==> src/rtl/hourly_light_schedule_interpolator_macros.svh <==
// Assertion macros shared by the schedule interpolator RTL.
`ifndef HOURLY_LIGHT_SCHEDULE_INTERPOLATOR_MACROS_SVH
`define HOURLY_LIGHT_SCHEDULE_INTERPOLATOR_MACROS_SVH

// Property checked on every clock edge outside reset.
`define HLSI_ASSERT(label, prop, msg) \
  label: assert property (@(posedge clk) disable iff (rst) (prop)) else $error(msg);

// Antecedent in one cycle implies consequent in the next.
`define HLSI_ASSERT_NEXT(label, ante, cons, msg) \
  label: assert property (@(posedge clk) disable iff (rst) (ante) |=> (cons)) else $error(msg);

`endif

==> src/rtl/hlsi_pkg.sv <==
// Types, constants and helper functions for the schedule interpolator.
package hlsi_pkg;

  localparam int HOURS_DEF  = 24;
  localparam int NUM_CH     = 3;
  localparam int HOUR_W     = 5;
  localparam int MIN_W      = 6;
  localparam int TEMP_W     = 12;
  localparam int DUTY_W     = 10;
  localparam int ACT_W      = 2;
  localparam int CFG_IDX_W  = 1;
  localparam int IN_DATA_W  = 56;
  localparam int OUT_DATA_W = 48;

  localparam logic [DUTY_W-1:0] DUTY_MAX  = 10'd1000;
  localparam logic [MIN_W-1:0]  PROG_FULL = 6'd60;

  // floor(x / 60) for x < 2^16 as (x * RECIP_60) >> RECIP_60_SHIFT, exact
  localparam int PROD_W         = 16;
  localparam int Q_W            = 11;
  localparam int RECIP_W        = 17;
  localparam int RECIP_60       = 69906;
  localparam int RECIP_60_SHIFT = 22;

  // fan mapping, tenths of a degree
  localparam int FAN_ON_TENTHS   = 400;
  localparam int FAN_FULL_TENTHS = 600;
  localparam int FAN_U_W         = 8;
  localparam int FAN_Q_W         = 5;
  localparam int RECIP_10        = 205;
  localparam int RECIP_10_SHIFT  = 11;

  localparam logic [CFG_IDX_W-1:0] CFG_FAN_MANUAL = 1'd0;
  localparam logic [CFG_IDX_W-1:0] CFG_FAN_DUTY   = 1'd1;

  typedef enum logic [ACT_W-1:0] {
    ACT_TICK    = 2'd0,
    ACT_WRITE   = 2'd1,
    ACT_PREVIEW = 2'd2
  } action_t;

  typedef enum logic {
    MODE_LIVE,
    MODE_PREVIEW
  } mode_t;

  // per-tick lookup, worked out at acceptance
  typedef struct packed {
    logic [HOUR_W-1:0] row;
    logic [HOUR_W-1:0] nxt;
    logic [MIN_W-1:0]  prog;
    logic              pon;
  } tick_info_t;

  typedef struct packed {
    logic [NUM_CH-1:0] en;
    logic [HOUR_W-1:0] row;
  } tbl_wr_t;

  typedef struct packed {
    logic s1;
    logic s2;
    logic s3;
  } pipe_en_t;

  localparam logic [DUTY_W-1:0] DEFAULT_PROFILE [HOURS_DEF][NUM_CH] = '{
    '{10'd0,    10'd0,    10'd0},    '{10'd0,    10'd0,    10'd0},
    '{10'd0,    10'd0,    10'd0},    '{10'd0,    10'd0,    10'd0},
    '{10'd0,    10'd0,    10'd0},    '{10'd0,    10'd0,    10'd0},
    '{10'd0,    10'd0,    10'd0},    '{10'd0,    10'd0,    10'd0},
    '{10'd0,    10'd0,    10'd0},    '{10'd200,  10'd200,  10'd0},
    '{10'd500,  10'd500,  10'd200},  '{10'd900,  10'd900,  10'd300},
    '{10'd1000, 10'd1000, 10'd1000}, '{10'd1000, 10'd1000, 10'd800},
    '{10'd900,  10'd900,  10'd500},  '{10'd800,  10'd800,  10'd300},
    '{10'd700,  10'd800,  10'd300},  '{10'd600,  10'd800,  10'd300},
    '{10'd500,  10'd800,  10'd300},  '{10'd400,  10'd400,  10'd250},
    '{10'd300,  10'd300,  10'd300},  '{10'd0,    10'd0,    10'd0},
    '{10'd0,    10'd0,    10'd0},    '{10'd0,    10'd0,    10'd0}
  };

  function automatic logic [DUTY_W-1:0] default_duty(input logic [HOUR_W-1:0] row,
                                                     input logic [1:0] ch);
    return DEFAULT_PROFILE[row][ch];
  endfunction

  function automatic logic [DUTY_W-1:0] sat_duty(input logic [DUTY_W-1:0] v);
    return (v > DUTY_MAX) ? DUTY_MAX : v;
  endfunction

endpackage

==> src/rtl/hlsi_ram.sv <==
// Generic RAM: one write port, two read ports with registered read data.
module hlsi_ram #(
  parameter int WIDTH = 10,
  parameter int DEPTH = 24
) (
  input  logic                     clk,
  input  logic                     we,
  input  logic [$clog2(DEPTH)-1:0] waddr,
  input  logic [WIDTH-1:0]         wdata,
  input  logic                     re,
  input  logic [$clog2(DEPTH)-1:0] raddr_a,
  input  logic [$clog2(DEPTH)-1:0] raddr_b,
  output logic [WIDTH-1:0]         rdata_a,
  output logic [WIDTH-1:0]         rdata_b
);

  logic [WIDTH-1:0] mem [DEPTH];

  always_ff @(posedge clk) begin
    if (we) begin
      mem[waddr] <= wdata;
    end
    if (re) begin
      rdata_a <= mem[raddr_a];
      rdata_b <= mem[raddr_b];
    end
  end

endmodule

==> src/rtl/hlsi_ctrl.sv <==
// Request decode, preview sequencer and table write control.
module hlsi_ctrl #(
  parameter int HOURS = hlsi_pkg::HOURS_DEF
) (
  input  logic                       clk,
  input  logic                       rst,
  input  logic                       acc,
  input  logic [hlsi_pkg::ACT_W-1:0]  action,
  input  logic [hlsi_pkg::HOUR_W-1:0] hour,
  input  logic [hlsi_pkg::MIN_W-1:0]  minute,
  input  logic [hlsi_pkg::NUM_CH-1:0] mask,
  output hlsi_pkg::tick_info_t        tick,
  output hlsi_pkg::tbl_wr_t           wr,
  output logic                        is_tick
);

  import hlsi_pkg::*;

  localparam int RW = $clog2(HOURS);

  mode_t           mode, mode_next;
  logic [RW-1:0]   preview_hour, preview_hour_next;
  action_t         act;
  logic            still_on;
  logic [HOUR_W-1:0] row_raw;
  logic [RW-1:0]   row, nxt;

  assign act = action_t'(action);

  always_comb begin
    still_on = 1'b0;
    row_raw  = hour;
    if (mode == MODE_PREVIEW) begin
      row_raw  = HOUR_W'(preview_hour);
      still_on = (preview_hour < RW'(HOURS - 1));
    end
    // hours past the end of the day wrap round
    if (row_raw >= HOUR_W'(HOURS)) begin
      row = RW'(row_raw - HOUR_W'(HOURS));
    end else begin
      row = RW'(row_raw);
    end
    nxt = (row == RW'(HOURS - 1)) ? '0 : row + 1'b1;

    tick.row  = HOUR_W'(row);
    tick.nxt  = HOUR_W'(nxt);
    tick.prog = still_on ? PROG_FULL : minute;
    tick.pon  = still_on;
  end

  assign is_tick = (act == ACT_TICK);
  assign wr.row  = hour;
  assign wr.en   = (acc && act == ACT_WRITE && hour < HOUR_W'(HOURS)) ? mask : '0;

  always_comb begin
    mode_next         = mode;
    preview_hour_next = preview_hour;
    if (acc) begin
      unique case (act)
        ACT_TICK: begin
          if (mode == MODE_PREVIEW) begin
            if (still_on) begin
              preview_hour_next = preview_hour + 1'b1;
            end else begin
              mode_next         = MODE_LIVE;
              preview_hour_next = '0;
            end
          end
        end
        ACT_PREVIEW: begin
          mode_next         = MODE_PREVIEW;
          preview_hour_next = '0;
        end
        default: ;
      endcase
    end
  end

  always_ff @(posedge clk) begin
    if (rst) begin
      mode         <= MODE_LIVE;
      preview_hour <= '0;
    end else begin
      mode         <= mode_next;
      preview_hour <= preview_hour_next;
    end
  end

endmodule

==> src/rtl/hlsi_lane.sv <==
// One colour channel: table storage and the three-stage blend pipeline.
module hlsi_lane #(
  parameter int HOURS = hlsi_pkg::HOURS_DEF,
  parameter int CH    = 0
) (
  input  logic                       clk,
  input  logic                       rst,
  input  hlsi_pkg::pipe_en_t         en,
  input  hlsi_pkg::tick_info_t       tick,
  input  logic                       wr_en,
  input  logic [hlsi_pkg::HOUR_W-1:0] wr_row,
  input  logic [hlsi_pkg::DUTY_W-1:0] wr_value,
  output logic [hlsi_pkg::DUTY_W-1:0] duty
);

  import hlsi_pkg::*;

  localparam int RW    = $clog2(HOURS);
  localparam int SUM_W = DUTY_W + 2;

  logic [HOURS-1:0]   valid;
  logic [RW-1:0]      waddr, cur_addr, nxt_addr;
  logic [DUTY_W-1:0]  ram_cur, ram_nxt;

  // stage 1
  logic               vcur1, vnxt1;
  logic [RW-1:0]      cur1, nxt1;
  logic [MIN_W-1:0]   prog1;
  logic [DUTY_W-1:0]  s_val, e_val, mag;
  logic               up, dn;
  logic [PROD_W-1:0]  prod;
  // stage 2
  logic [DUTY_W-1:0]  s2;
  logic               up2, dn2;
  logic [PROD_W-1:0]  prod2;
  logic [PROD_W+RECIP_W-1:0] qfull;
  // stage 3
  logic [DUTY_W-1:0]  s3;
  logic               up3, dn3;
  logic [Q_W-1:0]     q3;
  logic [SUM_W-1:0]   sum, dif;

  assign waddr    = RW'(wr_row);
  assign cur_addr = RW'(tick.row);
  assign nxt_addr = RW'(tick.nxt);

  // rows never written read back as the built-in profile
  always_ff @(posedge clk) begin
    if (rst) begin
      valid <= '0;
    end else if (wr_en) begin
      valid[waddr] <= 1'b1;
    end
  end

  hlsi_ram #(
    .WIDTH (DUTY_W),
    .DEPTH (HOURS)
  ) u_ram (
    .clk     (clk),
    .we      (wr_en),
    .waddr   (waddr),
    .wdata   (sat_duty(wr_value)),
    .re      (en.s1),
    .raddr_a (cur_addr),
    .raddr_b (nxt_addr),
    .rdata_a (ram_cur),
    .rdata_b (ram_nxt)
  );

  always_ff @(posedge clk) begin
    if (en.s1) begin
      vcur1 <= valid[cur_addr];
      vnxt1 <= valid[nxt_addr];
      cur1  <= cur_addr;
      nxt1  <= nxt_addr;
      prog1 <= tick.prog;
    end
  end

  always_comb begin
    s_val = vcur1 ? ram_cur : default_duty(HOUR_W'(cur1), 2'(CH));
    e_val = vnxt1 ? ram_nxt : default_duty(HOUR_W'(nxt1), 2'(CH));
    up    = (e_val > s_val);
    dn    = (e_val < s_val);
    mag   = up ? (e_val - s_val) : (s_val - e_val);
    prod  = PROD_W'(prog1) * PROD_W'(mag);
  end

  always_ff @(posedge clk) begin
    if (en.s2) begin
      s2    <= s_val;
      up2   <= up;
      dn2   <= dn;
      prod2 <= prod;
    end
  end

  // divide by sixty through the reciprocal
  assign qfull = (PROD_W+RECIP_W)'(prod2) * (PROD_W+RECIP_W)'(RECIP_60);

  always_ff @(posedge clk) begin
    if (en.s3) begin
      s3  <= s2;
      up3 <= up2;
      dn3 <= dn2;
      q3  <= qfull[RECIP_60_SHIFT +: Q_W];
    end
  end

  always_comb begin
    sum = SUM_W'(s3) + SUM_W'(q3);
    dif = SUM_W'(s3) - SUM_W'(q3);
    if (up3) begin
      duty = (sum > SUM_W'(DUTY_MAX)) ? DUTY_MAX : DUTY_W'(sum);
    end else if (dn3) begin
      duty = (q3 > Q_W'(s3)) ? '0 : DUTY_W'(dif);
    end else begin
      duty = s3;
    end
  end

endmodule

==> src/rtl/hourly_light_schedule_interpolator.sv <==
// Top level of the hourly light schedule interpolator.
//
// Requests arrive on the s_ stream: s_tuser carries the action (tick, table
// write, start preview), s_tdata the hour, minute, temperature, write mask
// and the three write values. Only ticks give a result; it leaves on the m_
// stream with the white, blue and purple duties, the fan duty and the hour
// row shown, m_tuser flagging that preview is still running.
// Fan mode and manual fan duty are set through the cfg_ write channel,
// always ready; write it only while no tick is in flight.
// Path: a tick accepted on s_ passes table read, multiply, reciprocal divide
// by sixty, and add and clamp, each closed by a register, before m_tvalid.
// Throughput: one request per cycle; each stage only holds when the stage
// after it is full and held, so the input keeps taking requests while a
// result waits, until every stage is full.
// Table writes take effect for any tick accepted from the next cycle on.
// Reset: table rows read as the built-in daily profile (per-row valid bits
// cleared at once, no clearing sweep), preview off, fan in auto mode with a
// manual duty of zero, pipeline empty.
`include "hourly_light_schedule_interpolator_macros.svh"

module hourly_light_schedule_interpolator #(
  parameter int HOURS = hlsi_pkg::HOURS_DEF
) (
  input  logic                              clk,
  input  logic                              rst,
  // request stream
  input  logic                              s_tvalid,
  output logic                              s_tready,
  // hour[4:0], minute[10:5], temp_tenths[22:11], channel_mask[25:23],
  // white_value[35:26], blue_value[45:36], purple_value[55:46]
  input  logic [hlsi_pkg::IN_DATA_W-1:0]    s_tdata,
  // action[1:0]
  input  logic [hlsi_pkg::ACT_W-1:0]        s_tuser,
  // result stream
  output logic                              m_tvalid,
  input  logic                              m_tready,
  // white_duty[9:0], blue_duty[19:10], purple_duty[29:20], fan_duty[39:30],
  // shown_hour[44:40], zero fill[47:45]
  output logic [hlsi_pkg::OUT_DATA_W-1:0]   m_tdata,
  // preview_on[0]
  output logic [0:0]                        m_tuser,
  // configuration writes
  input  logic                              cfg_valid,
  output logic                              cfg_ready,
  input  logic [hlsi_pkg::CFG_IDX_W-1:0]    cfg_index,
  input  logic [hlsi_pkg::DUTY_W-1:0]       cfg_data
);

  import hlsi_pkg::*;

  // request fields
  logic [HOUR_W-1:0]  in_hour;
  logic [MIN_W-1:0]   in_minute;
  logic [TEMP_W-1:0]  in_temp;
  logic [NUM_CH-1:0]  in_mask;
  logic [DUTY_W-1:0]  in_value [NUM_CH];

  assign in_hour     = s_tdata[4:0];
  assign in_minute   = s_tdata[10:5];
  assign in_temp     = s_tdata[22:11];
  assign in_mask     = s_tdata[25:23];
  assign in_value[0] = s_tdata[35:26];
  assign in_value[1] = s_tdata[45:36];
  assign in_value[2] = s_tdata[55:46];

  // config registers
  logic               fan_manual;
  logic [DUTY_W-1:0]  fan_manual_duty;

  assign cfg_ready = 1'b1;

  always_ff @(posedge clk) begin
    if (rst) begin
      fan_manual      <= 1'b0;
      fan_manual_duty <= '0;
    end else if (cfg_valid && cfg_ready) begin
      unique case (cfg_index)
        CFG_FAN_MANUAL: fan_manual      <= cfg_data[0];
        CFG_FAN_DUTY:   fan_manual_duty <= cfg_data;
        default: ;
      endcase
    end
  end

  // pipeline flow: a stage loads when it is empty or its successor moves
  logic      v1, v2, v3, out_valid;
  logic      en_out;
  pipe_en_t  en;
  logic      acc, tick_acc, is_tick;

  assign en_out   = !out_valid || m_tready;
  assign en.s3    = !v3 || en_out;
  assign en.s2    = !v2 || en.s3;
  assign en.s1    = !v1 || en.s2;
  assign s_tready = en.s1;
  assign acc      = s_tvalid && s_tready;
  assign tick_acc = acc && is_tick;

  always_ff @(posedge clk) begin
    if (rst) begin
      v1        <= 1'b0;
      v2        <= 1'b0;
      v3        <= 1'b0;
      out_valid <= 1'b0;
    end else begin
      if (en.s1) v1 <= tick_acc;
      if (en.s2) v2 <= v1;
      if (en.s3) v3 <= v2;
      if (en_out) out_valid <= v3;
    end
  end

  tick_info_t tick;
  tbl_wr_t    wr;

  hlsi_ctrl #(
    .HOURS (HOURS)
  ) u_ctrl (
    .clk     (clk),
    .rst     (rst),
    .acc     (acc),
    .action  (s_tuser),
    .hour    (in_hour),
    .minute  (in_minute),
    .mask    (in_mask),
    .tick    (tick),
    .wr      (wr),
    .is_tick (is_tick)
  );

  logic [DUTY_W-1:0] lane_duty [NUM_CH];

  for (genvar c = 0; c < NUM_CH; c++) begin : g_lane
    hlsi_lane #(
      .HOURS (HOURS),
      .CH    (c)
    ) u_lane (
      .clk      (clk),
      .rst      (rst),
      .en       (en),
      .tick     (tick),
      .wr_en    (wr.en[c]),
      .wr_row   (wr.row),
      .wr_value (in_value[c]),
      .duty     (lane_duty[c])
    );
  end

  // side data that rides alongside the lanes
  logic signed [TEMP_W-1:0] temp1;
  logic [HOUR_W-1:0]        row1, row2, row3;
  logic                     pon1, pon2, pon3;
  logic [DUTY_W-1:0]        fan2, fan3;

  always_ff @(posedge clk) begin
    if (en.s1) begin
      temp1 <= in_temp;
      row1  <= tick.row;
      pon1  <= tick.pon;
    end
  end

  // auto fan: 0 below 40.0 C, full above 60.0 C, 50 per whole degree between
  logic [FAN_U_W-1:0]         fan_u;
  logic [2*FAN_U_W-1:0]       fan_p;
  logic [FAN_Q_W-1:0]         fan_q;
  logic [DUTY_W-1:0]          fan_auto, fan_sel;

  always_comb begin
    fan_u = FAN_U_W'(temp1 - TEMP_W'(FAN_ON_TENTHS));
    fan_p = (2*FAN_U_W)'(fan_u) * (2*FAN_U_W)'(RECIP_10);
    fan_q = fan_p[RECIP_10_SHIFT +: FAN_Q_W];
    // times fifty as 32 + 16 + 2
    fan_auto = {fan_q, 5'b0} + {1'b0, fan_q, 4'b0} + {4'b0, fan_q, 1'b0};
    if (temp1 > TEMP_W'(FAN_FULL_TENTHS)) begin
      fan_auto = DUTY_MAX;
    end else if (temp1 < TEMP_W'(FAN_ON_TENTHS)) begin
      fan_auto = '0;
    end
    fan_sel = fan_manual ? fan_manual_duty : fan_auto;
  end

  always_ff @(posedge clk) begin
    if (en.s2) begin
      fan2 <= fan_sel;
      row2 <= row1;
      pon2 <= pon1;
    end
    if (en.s3) begin
      fan3 <= fan2;
      row3 <= row2;
      pon3 <= pon2;
    end
  end

  // output register
  logic [DUTY_W-1:0] white_duty, blue_duty, purple_duty, fan_duty;
  logic [HOUR_W-1:0] shown_hour;
  logic              preview_on;

  always_ff @(posedge clk) begin
    if (en_out) begin
      white_duty  <= lane_duty[0];
      blue_duty   <= lane_duty[1];
      purple_duty <= lane_duty[2];
      fan_duty    <= fan3;
      shown_hour  <= row3;
      preview_on  <= pon3;
    end
  end

  assign m_tvalid   = out_valid;
  assign m_tdata    = {3'b0, shown_hour, fan_duty, purple_duty, blue_duty, white_duty};
  assign m_tuser[0] = preview_on;

  `HLSI_ASSERT(a_duty_range, !m_tvalid || (white_duty <= DUTY_MAX && blue_duty <= DUTY_MAX && purple_duty <= DUTY_MAX), "light duty above full scale")
  `HLSI_ASSERT(a_preview_row, !(m_tvalid && preview_on) || shown_hour < HOUR_W'(HOURS - 1), "preview still on after last row")
  `HLSI_ASSERT_NEXT(a_tick_enters, tick_acc, v1, "accepted tick lost at pipeline entry")
  `HLSI_ASSERT_NEXT(a_stage3_held, v3 && !en.s3, v3, "held result dropped from last stage")

endmodule
==> config.mk <==
export PLATFORM = sky130hd
export DESIGN_NAME = hourly_light_schedule_interpolator
export DESIGN_NICKNAME = d
export VERILOG_FILES = /design/src/rtl/hlsi_pkg.sv /design/src/rtl/hlsi_ram.sv /design/src/rtl/hlsi_ctrl.sv /design/src/rtl/hlsi_lane.sv /design/src/rtl/hourly_light_schedule_interpolator.sv
export VERILOG_INCLUDE_DIRS = /design/src /design/src/rtl
export SDC_FILE = /design/constraint.sdc
export NUM_CORES = 2
export LEC_CHECK = 0
export BUFFER_PORTS_ARGS = -buffer_cell sky130_fd_sc_hd__buf_4
export CORE_UTILIZATION = 37
export DETAILED_ROUTE_END_ITERATION = 16
export PLACE_DENSITY = 0.49
export SETUP_SLACK_MARGIN = 0.3
export SLEW_MARGIN = 10
export SYNTH_ARGS = -nofsm -noshare
export SYNTH_HDL_FRONTEND = slang
export SYNTH_SLANG_ARGS = --single-unit
==> constraint.sdc <==
create_clock -name clk -period 15.9 [get_ports clk]
set_input_delay 2.385 -clock clk [delete_from_list [all_inputs] [get_ports clk]]
set_output_delay 2.385 -clock clk [all_outputs]
set_load 0.02 [all_outputs]
; Yosys cells after proc, flatten, opt, wreduce, memory -nomap -nowiden
; Memory sizes are Yosys's and may differ from the RTL's. A register that Yosys moved wholly into a read port is not among the register bits.
; Index checks and enable logic that the tools add are counted.
[classes]
n_mux = 62
n_eq_ne = 4
n_reduce_logical = 19
mul = 7
div_mod_pow = 0
add_sub_neg = 18
n_shift = 0
bitwise = 6
n_lt_le_gt_ge = 26
[ops]
columns = cell, n
row1 = $mux 10, 27
row2 = $mux 30, 4
row3 = $mul 16x16->32 const B, 3
row4 = $sub 10x10->10, 9
row5 = $or 24x24->24, 3
row6 = $mul 6x10->16, 3
row7 = $add 10x11->12, 3
row8 = $gt 12x10->1 const B, 3
row9 = $gt 11x10->1, 3
row10 = $bmux 1 s5, 6
row11 = $gt 10x10->1, 3
row12 = $gt 10x10->1 const B, 3
row13 = $lt 10x10->1, 3
row14 = $mux 5, 5
row15 = $lt 5x6->1 const B, 3
row16 = $mul 8x8->16 const B, 1
row17 = $mux 1, 16
row18 = $ge 6x6->1 const B, 2
row19 = $gt 12x11->1 const B, 1
row20 = $lt 12x10->1 const B, 1
row21 = $not 5->6, 2
row22 = $add 10x6->10, 1
row23 = $add 10x9->10, 1
row24 = $add 5x1->5 const B, 2
row25 = other kinds (21), 34
[word_totals]
n_memories = 5
word_cells = 205
regBits = 359
latch_bits = 0
rom_bits = 1920
ram_bits = 720
output_inout_bits = 52
[memory_table]
columns = name, depth, width, rd, rd_clocked_by_memory_dff, write_ports, line_no
row1 = (no name shown), 32, 30, 1, 0, 0, hlsi_pkg.sv:83  ; return DEFAULT_PROFILE[row][ch];
row2 = (no name shown), 32, 30, 1, 0, 0, hlsi_pkg.sv:83
row3 = g_lane[0].u_lane.u_ram.mem, 24, 10, 2, 2, 1, hlsi_ram.sv:17  ; logic [WIDTH-1:0] mem [DEPTH];
row4 = g_lane[1].u_lane.u_ram.mem, 24, 10, 2, 2, 1, hlsi_ram.sv:17
row5 = g_lane[2].u_lane.u_ram.mem, 24, 10, 2, 2, 1, hlsi_ram.sv:17

; Longest topological paths before layout
[depth]
ltp_word = 11
depth_mapped = 34

; Hierarchy
; From an unflattened synthesis, not the netlist that was laid out.
[unflattened]
hier_cells = 5633
area_unflattened_um2 = 73033.8
[by_module_without_submodules]
columns = module, area_per_inst_um2, instances, cells_per_inst, seq_area_each_um2
row1 = hlsi_ram, 12087.8, 3, 654, 7807.5
row2 = hlsi_lane at g_lane[0].u_lane, 10380.0, 1, 1081, 2552.4
row3 = hlsi_lane at g_lane[1].u_lane, 10377.5, 1, 1089, 2552.4
row4 = hlsi_lane at g_lane[2].u_lane, 10294.9, 1, 1064, 2552.4
row5 = hourly_light_schedule_interpolator, 5137.4, 1, 363, 3183.1
row6 = hlsi_ctrl, 580.6, 1, 74, 120.1

; Worst setup path after synthesis
; OpenSTA, ideal clock, no wires.
[synth_path]
kind = input -> output
start = input m_tready
end = output s_tready
n_path_buf = 0
setup_slack_ps = 8014
cell_stages = 2
arrival_ps = 5501
cell_sequence = nor2b_1 nand4_1
[synth_between]
elab_chain_len = 4
[synth_lines]
columns = element, line_no
row1 = start: declaration, hourly_light_schedule_interpolator.sv:36  ; input logic m_tready,
row2 = $logic_or 1x1->1, hourly_light_schedule_interpolator.sv:91  ; assign en_out = !out_valid || m_tready;
row3 = $logic_or 1x1->1, hourly_light_schedule_interpolator.sv:92  ; assign en.s3 = !v3 || en_out;
row4 = $logic_or 1x1->1, hourly_light_schedule_interpolator.sv:93  ; assign en.s2 = !v2 || en.s3;
row5 = $logic_or 1x1->1, hourly_light_schedule_interpolator.sv:94  ; assign en.s1 = !v1 || en.s2;
row6 = end: declaration, hourly_light_schedule_interpolator.sv:28  ; output logic s_tready,
; No other way between the ends.

==> summary.md <==
| Metric | Value |
|---|---|
| Clock-pin slew on the worst setup and hold paths | 0.06 ns |
| Ys flop type | edfxtp_1 |
| Most frequent cells in the layout | nand2_1 (1375), edfxtp_1 (1046), ha_1 (579) |
| Vias in the first global route | between 50000 and 60000 |
| Int Pwr | 11.0 mW |
| Crit Path Category | reg2reg |
| CTS buffer count | ~140 |
| Max clock buf depth | 3 |
| Final Cell Area | 78900 um^2 |
| Slowest stage delay, CP | between 0.8 and 0.9 ns |
| Worst R2R End | g_lane[0].u_lane.prod2[15] |
| Simple-gate share of the synthesized area | 15.5% |
| Worst-Skew Late Latency | roughly 0.8 ns |
| Post-route setup TNS | 0 ns |
| IO Count | ~130 |
| Post-synth EDFFs | 1046 |
| Cts hold-fix bufs | 0 |
| Post-route clock period utilization | 53.4% |
| WHS | 0.415 ns |
| Relative slew slack | 20.9% |
| Worst R2R Path Depth | 28 |
| Reg-to-reg slack, setup | ~7.4 ns |
| Min cycle time layout | roughly 8.5 ns |
| P_leak | around 32 nW |
| Worst Setup SP | g_lane[1].u_lane.nxt1[2] |
| Layout Skew | 0.0380 ns |
| IO Port Bufs | 121 |
| Slowest cell on the critical path | edfxtp_1 |
| Chip width | around 440 um |
| Logic pwr share | between 60% and 70% |
| WP data required | ~16 ns |
| Adder-cell share of the synthesized area | 15.3% |
| Maximum VDD drop | 0.360 mV |
| Critical path endpoint | g_lane[0].u_lane.prod2[15] |
| Startpoint types | flip-flop |
| Max-cap viol count | 0 |
| Drt total wl | between 200 and 250 mm |
| Layout cell share with drive strength beyond 1 | 7.71% |
| Initial cell density of the core | 37.3% |
| Layout filler cell count | 18100 |
| Root Buffer | clkbuf_16 |
| Sequential element share of the synthesized area | a little under half |
| Sw Ratio | 43.0% |
| Initial antenna violation count | 2 |
| Distinct cells, synth | 97 |
| Pwr dens | between 200 and 250 nW/um^2 |
| H-tree depth | 4 |
| Compound-cell area share of the yosys netlist | 12.1% |
| Crit-path max FO | 23 |
| Average routed wire per standard cell | around 23 um |
| Synth Register Bits | 1139 |
| Main combinational cell family by area after synthesis | simple AND/OR/NAND/NOR gates |
| P_sw | 8.32 mW |
| Mux share of post-synthesis cell area | ~3.6% |
| Type of the most critical hold path | reg2reg |
| Hold Vio Cnt, Final | 0 |
| Top cell by count, worst path | inv_1 |
| Cell Area, Synth | around 71000 um^2 |
| Area grow syn2layout | 11.1% |
| Dpl hpwl | between 100 and 150 mm |
| Slew Limit Fails | 0 |
| DR pass1 iterations | 6 |
| Most common cell after layout, fill and taps aside | nand2_1 |
| Overflow after GRT | 0 |
| Status | finished, final reports clean |
| CTS sink count | between 1000 and 1500 |
| Worst Setup End Kind | flip-flop |
| DR iter-0 viols | 4420 |
| Endpoints failing setup | 0 |
| DRC Markers | 0 |
| Critical Path AT | 9.01 ns |
| Final #Nets | 7698 |
| CTS tree | yes |
| Ys async rst share | 0% |
| Unrepaired setup endpoints after global routing | no |
| Full die area | 194000 um^2 |
| Final RePlAce weighted congestion | 0.897 |
| Via Count | 52300 |
| Clock power frac | between 10% and 20% |
| Resize count post-CTS | 0 |
| ANT nets after route | 0 |
| Worst slew pin tran | between 1 and 1.5 ns |
| # Post-CTS Setup Buffers | 0 |
| GRT Util Overall | 22.4% |
| Synth Warn # | 0 |
| FP Rows | 160 |
| DR vias/cell | 5.52 |
| Core area | approximately 190000 um^2 |
| Global-route wire length before repair | 327 mm |
| Placed Area | 74600 um^2 |
| Synthesized instance count | 6878 |
| Post-synthesis xor/xnor area fraction | 1.39% |
| Largest net degree at the start of global routing | roughly 170 |
| Reg2reg start | g_lane[1].u_lane.nxt1[2] |
| Mean post-synth cell area | 10.3 um^2 |
| Sequential power share | 22.5% |
| F_max | roughly 0.12 GHz |
| Die Y | 440 um |
[kinds of logic after synthesis]
logic type	count (synthesis)
flip-flops	1139
AND/OR/NAND/NOR	2448
buffers and inverters	940
AO/OA/AOI/OAI	1231
adder cells (fa/ha/maj)	760
other	2
XOR/XNOR	113
multiplexers	245
[how the worst min path moves through the flow]
stage | startpoint | endpoint | depth (start not counted)
2_1_floorplan | fan2[0] | fan3[0] | 0
3_3_place_gp | g_lane[2].u_lane.s2[4] | g_lane[2].u_lane.s3[4] | 0
3_5_place_dp | fan3[2] | fan_duty[2] | 0
4_1_cts | g_lane[2].u_lane.s2[9] | g_lane[2].u_lane.s3[9] | 0
5_1_grt | g_lane[2].u_lane.dn2 | g_lane[2].u_lane.dn3 | 0
6_report | g_lane[2].u_lane.s2[4] | g_lane[2].u_lane.s3[4] | 0
[flip-flops by register name, indices dropped and copies added (netlist names), 12 cells and up]
signal                       count
g_lane.u_lane.q3                33
g_lane.u_lane.prod2             48
g_lane.u_lane.u_ram.rdata_a     30
g_lane.u_lane.u_ram.mem        720
temp1                           12
g_lane.u_lane.valid             72
g_lane.u_lane.s3                30
g_lane.u_lane.u_ram.rdata_b     30
g_lane.u_lane.s2                30
[synth_stat cells (61+ instances only)]
| master | instances | area, um^2 |
|---|---|---|
| buf_2 | 65 | 325 |
| edfxtp_1 | 1046 | 31400 |
| inv_1 | 543 | 2040 |
| nand3_1 | 108 | 541 |
| and3_1 | 232 | 1450 |
| ha_1 | 579 | 7240 |
| and2_1 | 127 | 795 |
| xnor2_1 | 87 | 762 |
| fa_1 | 181 | 3620 |
| a32oi_1 | 128 | 1120 |
| a21oi_1 | 286 | 1430 |
| mux2i_1 | 225 | 2250 |
| nor2b_1 | 82 | 513 |
| nor2_1 | 310 | 1160 |
| nand2_1 | 1376 | 5160 |
| dfxtp_1 | 93 | 1860 |
| a21o_1 | 61 | 458 |
| a311oi_1 | 190 | 1660 |
| clkbuf_1 | 296 | 1110 |
| o21ai_0 | 196 | 981 |
[power by group through the flow]
stage | Clock (mW) | Sequential [mW] | Combinational [mW]
floorplan | 0 | 4.33 | 9.25
global placement | 0 | 4.42 | 12.0
detailed placement | 0 | 4.42 | 12.0
CTS | 3.12 | 4.36 | 12.1
global route | 3.22 | 4.39 | 13.9
finish | 3.05 | 4.35 | 11.9
[per-layer routing]
metal / up-vias / wire [um] / track usage (%)
li1: 24500 / - / -
met1: 25700 / 96100 / 29.9
met2: 1749 / 103000 / 36.7
met3: 377 / 14500 / 3.80
met4: 0 / 6740 / 7.26
met5: - / 0 / 0
[cell type report]
class | instances | area [um^2] | area share [%]
Timing Repair Buffer | 234 | 1790 | 2.27
Clock inverter | 56 | 536 | 0.679
Sequential cell | 1139 | 33300 | 42.2
Clock buffer | 188 | 3770 | 4.79
Inverter | 550 | 2100 | 2.66
Multi-Input combinational cell | 4801 | 34300 | 43.4
Tap cell | 2511 | 3140 | 3.98
Antenna cell | 2 | 5.00 | 0.00634
[worst max-delay path: cells and delay by family, from the launching register on]
kind,cells,cell delay (ns)
buffers and inverters,5,0.72
xor gates and xnor gates,1,0.12
muxes,1,0.43
AOI/OAI and AO/OA,10,2.46
and+or+nand+nor,6,1.53
DFF,1,0.82
adders and majority gates,5,2.14
[through the flow]
step | setup WS (ns) | util, % | cells | total power [mW]
floorplan | 8.01 | - | 6880 | 13.6
global placement | 7.58 | 39.2 | 9235 | 16.4
detailed placement | 7.49 | 39.2 | 9235 | 16.4
CTS | 7.47 | 41.4 | 9479 | 19.6
global route | 6.85 | 41.4 | 9479 | 21.5
finish | 7.41 | 41.4 | 9481 | 19.3
No activity file was read; power rests on OpenSTA's default activity.
